## src/rtl/kdm_pkg.sv

```systemverilog
// ----------------------------------------------------------------------------
// kdm_pkg
// Shared types and constants of the keypoint disk mask raster block.
// ----------------------------------------------------------------------------
package kdm_pkg;

  localparam int NUM_KEYPOINTS = 18;

  localparam int MASK_W   = 18;
  localparam int COORD_W  = 13;
  localparam int PIX_W    = 12;
  localparam int IDX_W    = 5;
  localparam int RADIUS_W = 6;
  localparam int SIZE_W   = 13;
  localparam int R2_W     = 2 * RADIUS_W;
  localparam int SQ_W     = 2 * RADIUS_W;
  localparam int SUM_W    = SQ_W + 1;
  // Difference of a pixel and a keypoint coordinate needs one bit over the wider.
  localparam int DIST_W   = COORD_W + 1;

  localparam logic [RADIUS_W-1:0] RADIUS_RST = 6'd12;
  localparam logic [SIZE_W-1:0]   WIDTH_RST  = 13'd640;
  localparam logic [SIZE_W-1:0]   HEIGHT_RST = 13'd480;
  localparam logic [R2_W-1:0]     R2_RST     = 12'd144;

  localparam logic signed [COORD_W-1:0] MISSING_COORD = -13'sd1;

  localparam logic KIND_WRITE = 1'b0;
  localparam logic KIND_QUERY = 1'b1;

  localparam int APB_ADDR_W = 4;
  localparam int APB_DATA_W = 32;
  localparam int REG_SEL_W  = 2;

  localparam logic [REG_SEL_W-1:0] REG_RADIUS = 2'd0;
  localparam logic [REG_SEL_W-1:0] REG_WIDTH  = 2'd1;
  localparam logic [REG_SEL_W-1:0] REG_HEIGHT = 2'd2;

  typedef struct packed {
    logic [RADIUS_W-1:0] radius;
    logic [R2_W-1:0]     r2;
    logic [SIZE_W-1:0]   width;
    logic [SIZE_W-1:0]   height;
  } cfg_t;

  typedef struct packed {
    logic                      vld;
    logic signed [COORD_W-1:0] x;
    logic signed [COORD_W-1:0] y;
  } slot_t;

  typedef struct packed {
    logic s1_v;
    logic s2_v;
    logic out_v;
  } pipe_status_t;

endpackage

```

## src/rtl/kdm_if.sv

```systemverilog
// ----------------------------------------------------------------------------
// kdm_in_if / kdm_out_if
// Valid/ready channels carrying keypoint writes, pixel queries and masks.
// ----------------------------------------------------------------------------
interface kdm_in_if;
  logic                              valid;
  logic                              ready;
  logic                              kind;
  logic [kdm_pkg::IDX_W-1:0]         point_index;
  logic signed [kdm_pkg::COORD_W-1:0] point_x;
  logic signed [kdm_pkg::COORD_W-1:0] point_y;
  logic [kdm_pkg::PIX_W-1:0]         pixel_x;
  logic [kdm_pkg::PIX_W-1:0]         pixel_y;

  modport source (output valid, kind, point_index, point_x, point_y, pixel_x, pixel_y,
                  input ready);
  modport sink (input valid, kind, point_index, point_x, point_y, pixel_x, pixel_y,
                output ready);
endinterface

interface kdm_out_if;
  logic                       valid;
  logic                       ready;
  logic [kdm_pkg::MASK_W-1:0] layer_mask;
  logic [kdm_pkg::PIX_W-1:0]  out_x;
  logic [kdm_pkg::PIX_W-1:0]  out_y;

  modport source (output valid, layer_mask, out_x, out_y, input ready);
  modport sink (input valid, layer_mask, out_x, out_y, output ready);
endinterface

```

## src/rtl/keypoint_disk_mask_raster.sv

```systemverilog
// ----------------------------------------------------------------------------
// keypoint_disk_mask_raster
// Per-pixel mask of which stored keypoint disks cover the queried pixel.
// ----------------------------------------------------------------------------
// Items arrive on in_ch. A write item (kind 0) stores one keypoint in a slot;
// a coordinate of -1 marks the keypoint missing and clears the slot. A query
// item (kind 1) names a pixel and yields one beat on out_ch carrying the
// pixel and an 18-bit mask, bit k set when slot k's disk covers the pixel.
// Pixels outside the configured image size get an all-zero mask.
// The APB port on cfg_* sets disk radius, image width and image height.
// Throughput is one item per cycle while out_ch does not stall: all slot tests run in parallel lanes.
// A query goes through three registers (input, squared distances, result)
// and its beat is offered from the result register. Writes produce no
// beat and take effect for every query accepted after them.
// When out_ch stalls, the pipeline fills and then in_ch.ready drops; no
// beat is dropped or repeated. Reset clears all slot valid flags and loads
// radius 12 and a 640 by 480 image; nothing else needs a clearing pass.
// ----------------------------------------------------------------------------
module keypoint_disk_mask_raster #(
  parameter int NUM_KEYPOINTS = kdm_pkg::NUM_KEYPOINTS
) (
  input  logic                           clk,
  input  logic                           rst_n,
  kdm_in_if.sink                         in_ch,
  kdm_out_if.source                      out_ch,
  input  logic                           cfg_psel,
  input  logic                           cfg_penable,
  input  logic                           cfg_pwrite,
  input  logic [kdm_pkg::APB_ADDR_W-1:0] cfg_paddr,
  input  logic [kdm_pkg::APB_DATA_W-1:0] cfg_pwdata,
  output logic [kdm_pkg::APB_DATA_W-1:0] cfg_prdata,
  output logic                           cfg_pready
);

  kdm_pkg::cfg_t         cfg;
  kdm_pkg::slot_t        slots [NUM_KEYPOINTS];
  kdm_pkg::pipe_status_t status;
  logic                  in_ready;
  logic                  in_accept;
  logic                  wr_en;
  logic                  q_load;

  assign in_ch.ready = in_ready;
  assign in_accept   = in_ch.valid && in_ready;
  assign wr_en       = in_accept && (in_ch.kind == kdm_pkg::KIND_WRITE);
  assign q_load      = in_accept && (in_ch.kind == kdm_pkg::KIND_QUERY);

  kdm_cfg u_cfg (
    .clk         (clk),
    .rst_n       (rst_n),
    .cfg_psel    (cfg_psel),
    .cfg_penable (cfg_penable),
    .cfg_pwrite  (cfg_pwrite),
    .cfg_paddr   (cfg_paddr),
    .cfg_pwdata  (cfg_pwdata),
    .cfg_prdata  (cfg_prdata),
    .cfg_pready  (cfg_pready),
    .cfg         (cfg)
  );

  kdm_store #(
    .NumKeypoints (NUM_KEYPOINTS)
  ) u_store (
    .clk      (clk),
    .rst_n    (rst_n),
    .wr_en    (wr_en),
    .wr_index (in_ch.point_index),
    .wr_x     (in_ch.point_x),
    .wr_y     (in_ch.point_y),
    .slots    (slots)
  );

  kdm_pipe #(
    .NumKeypoints (NUM_KEYPOINTS)
  ) u_pipe (
    .clk       (clk),
    .rst_n     (rst_n),
    .cfg       (cfg),
    .slots     (slots),
    .q_load    (q_load),
    .q_x       (in_ch.pixel_x),
    .q_y       (in_ch.pixel_y),
    .q_ready   (in_ready),
    .res_valid (out_ch.valid),
    .res_ready (out_ch.ready),
    .res_mask  (out_ch.layer_mask),
    .res_x     (out_ch.out_x),
    .res_y     (out_ch.out_y),
    .status    (status)
  );

  // Input backpressure only ever comes from an occupied, stalled first stage.
  a_ready_low_needs_s1 : assert property (@(posedge clk) disable iff (!rst_n)
    !in_ready |-> status.s1_v)
    else $error("in_ch.ready low with an empty first stage");

  // An accepted query always lands in the first stage.
  a_query_enters : assert property (@(posedge clk) disable iff (!rst_n)
    q_load |=> status.s1_v)
    else $error("accepted query missing from first stage");

  // A new result beat can only come from an occupied second stage.
  a_out_from_s2 : assert property (@(posedge clk) disable iff (!rst_n)
    $rose(out_ch.valid) |-> $past(status.s2_v))
    else $error("result beat appeared without a second-stage item");

  // The second stage is only filled from the first.
  a_s2_from_s1 : assert property (@(posedge clk) disable iff (!rst_n)
    (status.s2_v && !$past(status.s2_v)) |-> $past(status.s1_v))
    else $error("second stage filled without a first-stage item");

endmodule

```

## src/rtl/kdm_cfg.sv

```systemverilog
// ----------------------------------------------------------------------------
// kdm_cfg
// APB register file: disk radius, image width and image height.
// ----------------------------------------------------------------------------
module kdm_cfg (
  input  logic                               clk,
  input  logic                               rst_n,
  input  logic                               cfg_psel,
  input  logic                               cfg_penable,
  input  logic                               cfg_pwrite,
  input  logic [kdm_pkg::APB_ADDR_W-1:0]     cfg_paddr,
  input  logic [kdm_pkg::APB_DATA_W-1:0]     cfg_pwdata,
  output logic [kdm_pkg::APB_DATA_W-1:0]     cfg_prdata,
  output logic                               cfg_pready,
  output kdm_pkg::cfg_t                      cfg
);

  logic [kdm_pkg::RADIUS_W-1:0]  radius_r;
  logic [kdm_pkg::R2_W-1:0]      r2_r;
  logic [kdm_pkg::SIZE_W-1:0]    width_r;
  logic [kdm_pkg::SIZE_W-1:0]    height_r;
  logic                          wr_en;
  logic [kdm_pkg::REG_SEL_W-1:0] reg_sel;
  logic [kdm_pkg::RADIUS_W-1:0]  wr_radius;

  assign cfg_pready = 1'b1;
  assign wr_en      = cfg_psel & cfg_penable & cfg_pwrite & cfg_pready;
  assign reg_sel    = cfg_paddr[kdm_pkg::APB_ADDR_W-1:2];
  assign wr_radius  = cfg_pwdata[kdm_pkg::RADIUS_W-1:0];

  // The squared radius is kept beside the radius so the compare path has no multiply.
  always_ff @(posedge clk) begin
    if (!rst_n) begin
      radius_r <= kdm_pkg::RADIUS_RST;
      r2_r     <= kdm_pkg::R2_RST;
      width_r  <= kdm_pkg::WIDTH_RST;
      height_r <= kdm_pkg::HEIGHT_RST;
    end else if (wr_en) begin
      unique case (reg_sel)
        kdm_pkg::REG_RADIUS: begin
          radius_r <= wr_radius;
          r2_r     <= kdm_pkg::R2_W'(wr_radius) * kdm_pkg::R2_W'(wr_radius);
        end
        kdm_pkg::REG_WIDTH:  width_r  <= cfg_pwdata[kdm_pkg::SIZE_W-1:0];
        kdm_pkg::REG_HEIGHT: height_r <= cfg_pwdata[kdm_pkg::SIZE_W-1:0];
        default: ;
      endcase
    end
  end

  always_comb begin
    unique case (reg_sel)
      kdm_pkg::REG_RADIUS: cfg_prdata = kdm_pkg::APB_DATA_W'(radius_r);
      kdm_pkg::REG_WIDTH:  cfg_prdata = kdm_pkg::APB_DATA_W'(width_r);
      kdm_pkg::REG_HEIGHT: cfg_prdata = kdm_pkg::APB_DATA_W'(height_r);
      default:             cfg_prdata = '0;
    endcase
  end

  assign cfg.radius = radius_r;
  assign cfg.r2     = r2_r;
  assign cfg.width  = width_r;
  assign cfg.height = height_r;

endmodule

```

## src/rtl/kdm_store.sv

```systemverilog
// ----------------------------------------------------------------------------
// kdm_store
// Keypoint slot registers with one valid flag per slot.
// ----------------------------------------------------------------------------
module kdm_store #(
  parameter int NumKeypoints = kdm_pkg::NUM_KEYPOINTS
) (
  input  logic                               clk,
  input  logic                               rst_n,
  input  logic                               wr_en,
  input  logic [kdm_pkg::IDX_W-1:0]          wr_index,
  input  logic signed [kdm_pkg::COORD_W-1:0] wr_x,
  input  logic signed [kdm_pkg::COORD_W-1:0] wr_y,
  output kdm_pkg::slot_t                     slots [NumKeypoints]
);

  logic wr_present;

  assign wr_present = (wr_x != kdm_pkg::MISSING_COORD) && (wr_y != kdm_pkg::MISSING_COORD);

  // An index past the last slot matches no slot, so that write is dropped.
  for (genvar k = 0; k < NumKeypoints; k++) begin : g_slot
    logic                               vld_r;
    logic signed [kdm_pkg::COORD_W-1:0] x_r;
    logic signed [kdm_pkg::COORD_W-1:0] y_r;
    logic                               hit;

    assign hit = wr_en && (wr_index == kdm_pkg::IDX_W'(k));

    always_ff @(posedge clk) begin
      if (!rst_n) begin
        vld_r <= 1'b0;
      end else if (hit) begin
        vld_r <= wr_present;
      end
    end

    always_ff @(posedge clk) begin
      if (hit) begin
        x_r <= wr_x;
        y_r <= wr_y;
      end
    end

    assign slots[k].vld = vld_r;
    assign slots[k].x   = x_r;
    assign slots[k].y   = y_r;
  end

endmodule

```

## src/rtl/kdm_pipe.sv

```systemverilog
// ----------------------------------------------------------------------------
// kdm_pipe
// Query pipeline: input register, per-slot squared distances, mask register.
// ----------------------------------------------------------------------------
module kdm_pipe #(
  parameter int NumKeypoints = kdm_pkg::NUM_KEYPOINTS
) (
  input  logic                          clk,
  input  logic                          rst_n,
  input  kdm_pkg::cfg_t                 cfg,
  input  kdm_pkg::slot_t                slots [NumKeypoints],
  input  logic                          q_load,
  input  logic [kdm_pkg::PIX_W-1:0]     q_x,
  input  logic [kdm_pkg::PIX_W-1:0]     q_y,
  output logic                          q_ready,
  output logic                          res_valid,
  input  logic                          res_ready,
  output logic [kdm_pkg::MASK_W-1:0]    res_mask,
  output logic [kdm_pkg::PIX_W-1:0]     res_x,
  output logic [kdm_pkg::PIX_W-1:0]     res_y,
  output kdm_pkg::pipe_status_t         status
);

  localparam int NearW = kdm_pkg::RADIUS_W;

  logic                          s1_v_r, s1_v_nxt;
  logic [kdm_pkg::PIX_W-1:0]     s1_x_r, s1_y_r;
  logic                          s2_v_r, s2_v_nxt;
  logic [kdm_pkg::PIX_W-1:0]     s2_x_r, s2_y_r;
  logic                          s2_in_r;
  logic [kdm_pkg::R2_W-1:0]      s2_r2_r;
  logic                          out_v_r, out_v_nxt;
  logic [kdm_pkg::MASK_W-1:0]    out_mask_r;
  logic [kdm_pkg::PIX_W-1:0]     out_x_r, out_y_r;

  logic                          out_adv, s2_adv, s1_adv;
  logic                          s1_in_image;
  logic [NumKeypoints-1:0]       lane_hit;
  logic [kdm_pkg::MASK_W-1:0]    mask_lanes;

  assign out_adv = !out_v_r || res_ready;
  assign s2_adv  = !s2_v_r || out_adv;
  assign s1_adv  = !s1_v_r || s2_adv;
  assign q_ready = s1_adv;

  always_comb begin
    s1_v_nxt  = s1_adv ? q_load : s1_v_r;
    s2_v_nxt  = s2_adv ? s1_v_r : s2_v_r;
    out_v_nxt = out_adv ? s2_v_r : out_v_r;
  end

  always_ff @(posedge clk) begin
    if (!rst_n) begin
      s1_v_r  <= 1'b0;
      s2_v_r  <= 1'b0;
      out_v_r <= 1'b0;
    end else begin
      s1_v_r  <= s1_v_nxt;
      s2_v_r  <= s2_v_nxt;
      out_v_r <= out_v_nxt;
    end
  end

  assign s1_in_image = ({1'b0, s1_x_r} < cfg.width) && ({1'b0, s1_y_r} < cfg.height);

  always_ff @(posedge clk) begin
    if (s1_adv && q_load) begin
      s1_x_r <= q_x;
      s1_y_r <= q_y;
    end
    if (s2_adv && s1_v_r) begin
      s2_x_r  <= s1_x_r;
      s2_y_r  <= s1_y_r;
      s2_in_r <= s1_in_image;
      s2_r2_r <= cfg.r2;
    end
    if (out_adv && s2_v_r) begin
      out_mask_r <= s2_in_r ? mask_lanes : '0;
      out_x_r    <= s2_x_r;
      out_y_r    <= s2_y_r;
    end
  end

  // One lane per slot. The radius never exceeds 63, so any axis distance of
  // 64 or more is outside the disk and only the low six bits get squared.
  for (genvar k = 0; k < NumKeypoints; k++) begin : g_lane
    logic signed [kdm_pkg::DIST_W-1:0] dx, dy;
    logic [kdm_pkg::DIST_W-1:0]        ax, ay;
    logic                              far;
    logic [kdm_pkg::SQ_W-1:0]          sqx_r, sqy_r;
    logic                              far_r;
    logic [kdm_pkg::SUM_W-1:0]         dist2;

    assign dx  = $signed({2'b00, s1_x_r}) - $signed({slots[k].x[kdm_pkg::COORD_W-1], slots[k].x});
    assign dy  = $signed({2'b00, s1_y_r}) - $signed({slots[k].y[kdm_pkg::COORD_W-1], slots[k].y});
    assign ax  = dx[kdm_pkg::DIST_W-1] ? kdm_pkg::DIST_W'(-dx) : kdm_pkg::DIST_W'(dx);
    assign ay  = dy[kdm_pkg::DIST_W-1] ? kdm_pkg::DIST_W'(-dy) : kdm_pkg::DIST_W'(dy);
    assign far = !slots[k].vld || (|ax[kdm_pkg::DIST_W-1:NearW])
                 || (|ay[kdm_pkg::DIST_W-1:NearW]);

    always_ff @(posedge clk) begin
      if (s2_adv && s1_v_r) begin
        sqx_r <= kdm_pkg::SQ_W'(ax[NearW-1:0]) * kdm_pkg::SQ_W'(ax[NearW-1:0]);
        sqy_r <= kdm_pkg::SQ_W'(ay[NearW-1:0]) * kdm_pkg::SQ_W'(ay[NearW-1:0]);
        far_r <= far;
      end
    end

    assign dist2       = {1'b0, sqx_r} + {1'b0, sqy_r};
    assign lane_hit[k] = !far_r && (dist2 <= {1'b0, s2_r2_r});
  end

  for (genvar j = 0; j < kdm_pkg::MASK_W; j++) begin : g_mask
    if (j < NumKeypoints) begin : g_used
      assign mask_lanes[j] = lane_hit[j];
    end else begin : g_unused
      assign mask_lanes[j] = 1'b0;
    end
  end

  assign res_valid     = out_v_r;
  assign res_mask      = out_mask_r;
  assign res_x         = out_x_r;
  assign res_y         = out_y_r;
  assign status.s1_v   = s1_v_r;
  assign status.s2_v   = s2_v_r;
  assign status.out_v  = out_v_r;

endmodule
```

## src/flat_wrapper.sv

```systemverilog
// flat-port wrapper written by rule: the top's interface ports become plain ports
module keypoint_disk_mask_raster_flat 
#(
  parameter int NUM_KEYPOINTS = kdm_pkg::NUM_KEYPOINTS
)
  (clk, rst_n, cfg_psel, cfg_penable, cfg_pwrite, cfg_paddr, cfg_pwdata, cfg_prdata, cfg_pready, in_ch_valid, in_ch_kind, in_ch_point_index, in_ch_point_x, in_ch_point_y, in_ch_pixel_x, in_ch_pixel_y, in_ch_ready, out_ch_valid, out_ch_layer_mask, out_ch_out_x, out_ch_out_y, out_ch_ready);
  kdm_in_if in_ch_i ();
  kdm_out_if out_ch_i ();
  input  logic clk;
  input  logic rst_n;
  input  logic cfg_psel;
  input  logic cfg_penable;
  input  logic cfg_pwrite;
  input  logic [kdm_pkg::APB_ADDR_W-1:0] cfg_paddr;
  input  logic [kdm_pkg::APB_DATA_W-1:0] cfg_pwdata;
  output logic [kdm_pkg::APB_DATA_W-1:0] cfg_prdata;
  output logic cfg_pready;
  input wire logic [$bits(in_ch_i.valid)-1:0] in_ch_valid;
  input wire logic [$bits(in_ch_i.kind)-1:0] in_ch_kind;
  input wire logic [$bits(in_ch_i.point_index)-1:0] in_ch_point_index;
  input wire logic [$bits(in_ch_i.point_x)-1:0] in_ch_point_x;
  input wire logic [$bits(in_ch_i.point_y)-1:0] in_ch_point_y;
  input wire logic [$bits(in_ch_i.pixel_x)-1:0] in_ch_pixel_x;
  input wire logic [$bits(in_ch_i.pixel_y)-1:0] in_ch_pixel_y;
  output wire logic [$bits(in_ch_i.ready)-1:0] in_ch_ready;
  output wire logic [$bits(out_ch_i.valid)-1:0] out_ch_valid;
  output wire logic [$bits(out_ch_i.layer_mask)-1:0] out_ch_layer_mask;
  output wire logic [$bits(out_ch_i.out_x)-1:0] out_ch_out_x;
  output wire logic [$bits(out_ch_i.out_y)-1:0] out_ch_out_y;
  input wire logic [$bits(out_ch_i.ready)-1:0] out_ch_ready;
  assign in_ch_i.valid = in_ch_valid;
  assign in_ch_i.kind = in_ch_kind;
  assign in_ch_i.point_index = in_ch_point_index;
  assign in_ch_i.point_x = in_ch_point_x;
  assign in_ch_i.point_y = in_ch_point_y;
  assign in_ch_i.pixel_x = in_ch_pixel_x;
  assign in_ch_i.pixel_y = in_ch_pixel_y;
  assign in_ch_ready = in_ch_i.ready;
  assign out_ch_valid = out_ch_i.valid;
  assign out_ch_layer_mask = out_ch_i.layer_mask;
  assign out_ch_out_x = out_ch_i.out_x;
  assign out_ch_out_y = out_ch_i.out_y;
  assign out_ch_i.ready = out_ch_ready;
  keypoint_disk_mask_raster #(.NUM_KEYPOINTS(NUM_KEYPOINTS)) u_core (.clk(clk), .rst_n(rst_n), .in_ch(in_ch_i), .out_ch(out_ch_i), .cfg_psel(cfg_psel), .cfg_penable(cfg_penable), .cfg_pwrite(cfg_pwrite), .cfg_paddr(cfg_paddr), .cfg_pwdata(cfg_pwdata), .cfg_prdata(cfg_prdata), .cfg_pready(cfg_pready));
endmodule
```

## config.mk

```make
export PLATFORM = sky130hd
export DESIGN_NAME = keypoint_disk_mask_raster_flat
export DESIGN_NICKNAME = d
export VERILOG_FILES = /design/src/rtl/kdm_pkg.sv /design/src/rtl/kdm_if.sv /design/src/rtl/keypoint_disk_mask_raster.sv /design/src/rtl/kdm_cfg.sv /design/src/rtl/kdm_store.sv /design/src/rtl/kdm_pipe.sv /design/src/flat_wrapper.sv
export SDC_FILE = /design/constraint.sdc
export NUM_CORES = 2
export LEC_CHECK = 0
export BUFFER_PORTS_ARGS = -buffer_cell sky130_fd_sc_hd__buf_2
export CAP_MARGIN = 20
export CORE_MARGIN = 1
export CORE_UTILIZATION = 55
export CTS_CLUSTER_SIZE = 12
export DETAILED_ROUTE_END_ITERATION = 8
export MAX_ROUTING_LAYER = met4
export PLACE_DENSITY = 0.71
export SYNTH_ARGS = -nofsm -noshare
export SYNTH_HDL_FRONTEND = slang
export SYNTH_HIERARCHICAL = 1
export SYNTH_SLANG_ARGS = --single-unit
```

## constraint.sdc

```tcl
create_clock -name clk -period 48.1 [get_ports clk]
set_input_delay 12.025 -clock clk [delete_from_list [all_inputs] [get_ports clk]]
set_output_delay 12.025 -clock clk [all_outputs]
set_load 0.02 [all_outputs]
```

==> impl_metrics.py <==
metrics = {
    "clock_network": {
        "worstSkewPairLatency_ps": 810,
        "cts.repair.resized": 0,
        "postCtsSetupRepairBufs": 0,
        "h-tree-depth": 4,
        "hold_buffers": 0,
        "cts_root_buf": "clkbuf_16",
        "tritoncts.num_buffers": 131,
        "path_clk_slew_ps": 60,
        "cts.path.max_buffers": 3,
        "cts_tree": "yes",
        "clkSinkCount": 1048,
    },
    "timing": {
        "hold_violations": 0,
        "fin_tns_setup_ps": 0,
        "slew_headroom": 0.250,
        "worst_slew_pin_slew_ps": 1120,
        "slew_violations": 0,
        "fmax_mhz": 38.2,
        "rsz0062_at_grt": "false",
        "setup_violations": 0,
        "skew_ps": 34.6,
        "post-route-period-util": 0.544,
        "fin_crit_ps": 26180,
    },
    "synthesis": {
        "synth_area_per_cell_sq_um": 9.49,
        "syn_inst": 10500,
        "syn-cell-area_sq_um": 99400,
        "ys.warnings.count": 6,
    },
    "route": {
        "viasPerCell": 5.87,
        "drtIter0Drc": 6232,
        "num_vias": 77600,
        "avgRoutedWirePerCell_um": 20.5,
        "antenna_left": 0,
        "drt-total-wl_mm": 271,
        "drc": 0,
        "firstDrtPassIters": 6,
    },
    "run": {
        "maxCapViolations": 0,
    },
    "min_path": {
        "hp-start": "u_core/u_pipe/s2_y_r[1]",
        "hold_class": "register to register",
    },
    "pwr": {
        "peakVddDrop_mv": 0.0341,
        "leakage_uw": 0.0480,
        "power_density_nw_per_um2": 45.6,
    },
    "placed_design": {
        "gp_congestion": 0.926,
        "dp_cells": 12900,
        "dp_hpwl_mm": 189,
        "io_buffer_count": 134,
    },
    "grt": {
        "grt_overflow_total": 0,
        "grt_pass1_vias": 75000,
        "grt.total_usage": 0.303,
        "grt_pass1_wl_mm": 413,
        "antenna_found_initial": 42,
        "grt_max_degree": 140,
    },
    "critical_path": {
        "critical_path.startpoint_type": "primary input",
        "critPathArrivalTime_ps": 14150,
        "crit_fanout": 14,
        "crit_type": "primary input to primary output",
        "r2r-start": "u_core/u_pipe/s1_y_r[0]",
        "cp-startpoint": "cfg_paddr[3]",
        "end_kind": "primary output",
        "worstPathRequired_ps": 36080,
    },
    "die": {
        "fp.dieH_um": 427,
        "die_w_um": 427,
        "dieArea_sq_um": 182000,
        "initial_core_util": 0.555,
        "pin_count": 176,
        "core_sq_um": 179000,
        "rows": 155,
    },
    "final_layout": {
        "seqCellArea_sq_um": 30800,
        "multiInputGateArea_sq_um": 62900,
        "instances_no_fill": 13200,
        "drive_above_1_share": 0.0597,
        "final_nets": 12600,
        "fill_cells": 15000,
        "area_delta_synth_final_pct": 8.35,
    },
    "run_status": {
        "status": "complete, no violations",
    },
}
-- worst paths after layout --
check	endpoint	cells after the start	slack (ps)
hold / removal	u_core/u_pipe/res_y[1]	0	420
setup reg to reg	u_core/u_pipe/g_lane[8].sqy_r[11]	25	40380
hold reg to reg	u_core/u_pipe/res_y[1]	0	420
setup / recovery	cfg_prdata[9]	4	21920
-- state kept, by name, summed over array words and instances, names as in the netlist, 6 cells and up --
register,count
u_core/u_cfg/height_r,13
u_core/u_cfg/r2_r,10
u_core/u_cfg/radius_r,6
u_core/u_cfg/width_r,13
u_core/u_pipe/g_lane.far_r,18
u_core/u_pipe/g_lane.sqx_r,198
u_core/u_pipe/g_lane.sqy_r,198
u_core/u_pipe/res_mask,18
u_core/u_pipe/res_x,12
u_core/u_pipe/res_y,12
u_core/u_pipe/s1_x_r,12
u_core/u_pipe/s1_y_r,12
u_core/u_pipe/s2_r2_r,12
u_core/u_pipe/s2_x_r,12
u_core/u_pipe/s2_y_r,12
u_core/u_store/g_slot.vld_r,18
u_core/u_store/g_slot.x_r,234
u_core/u_store/g_slot.y_r,234
-- layer usage --
layer  part of all wire  wire length, um  global-route usage  up-vias
li1                   -                -                   -    37500
met1               0.40           109000               0.365    37000
met2               0.47           127000               0.491     2452
met3              0.070            18900              0.0421      655
met4              0.059            16100               0.164        0
met5                  0                0                   -        -
-- critical path, stage by stage --
cell and delay [ps]:
buf_2 220, nor2b_1 890, a22o_1 710, buf_2 290
-- cell usage in the layout (no fill, tap or decap), types with 40 or more instances in the layout --
cell       instances
a21o_1           209
mux2i_1           48
xnor2_1          655
o31ai_1           40
o21bai_1         168
a31oi_1          106
nand2_1          489
fa_1             332
nor2_1          1057
clkbuf_16        134
nand3_1          157
o21ai_0          355
buf_2            134
nor2b_1          209
xor2_1           323
and2_1            43
nor3_1           182
nor4_1            40
dfxtp_1           63
edfxtp_1         985
a21boi_0          43
nand4_1           93
o211ai_1          49
ha_1            1431
nand2b_1         173
and3_1            44
diode_2           46
or2_2             77
o21a_1           214
or3_1             67
a211oi_1          72
a21oi_1          601
inv_1           1338
buf_4            107
-- cell type report --
cell class                 count  share of cell area
timing repair buffer         243              0.0141
clock buffer                 159              0.0326
tap                         2355              0.0273
clock inverter                79             0.00737
multi-input combinational   7941               0.584
inverter                    1353              0.0471
antenna                       46             0.00107
sequential                  1048               0.286
-- per-stage QoR --
stage	hold WS [ps]	worst slack (ps)	total power (uW)	area, sq um	utilization
after CTS	415	22010	4930	108000	0.601
after detailed placement	405	22030	3890	103000	0.577
after floorplan	400	1640	3360	99500	-
after global placement	405	21960	3780	103000	0.577
after global routing	430	21840	5330	108000	0.602
final	418	21920	4910	108000	0.602
-- report_power, final --
group	leakage, uW	internal, uW	total, uW	switching [uW]
sequential	0.00957	1200	1220	24.7
combinational	0.0364	1180	2680	1500
clock	0.00211	587	1010	419
No activity file was read; power rests on OpenSTA's default activity.
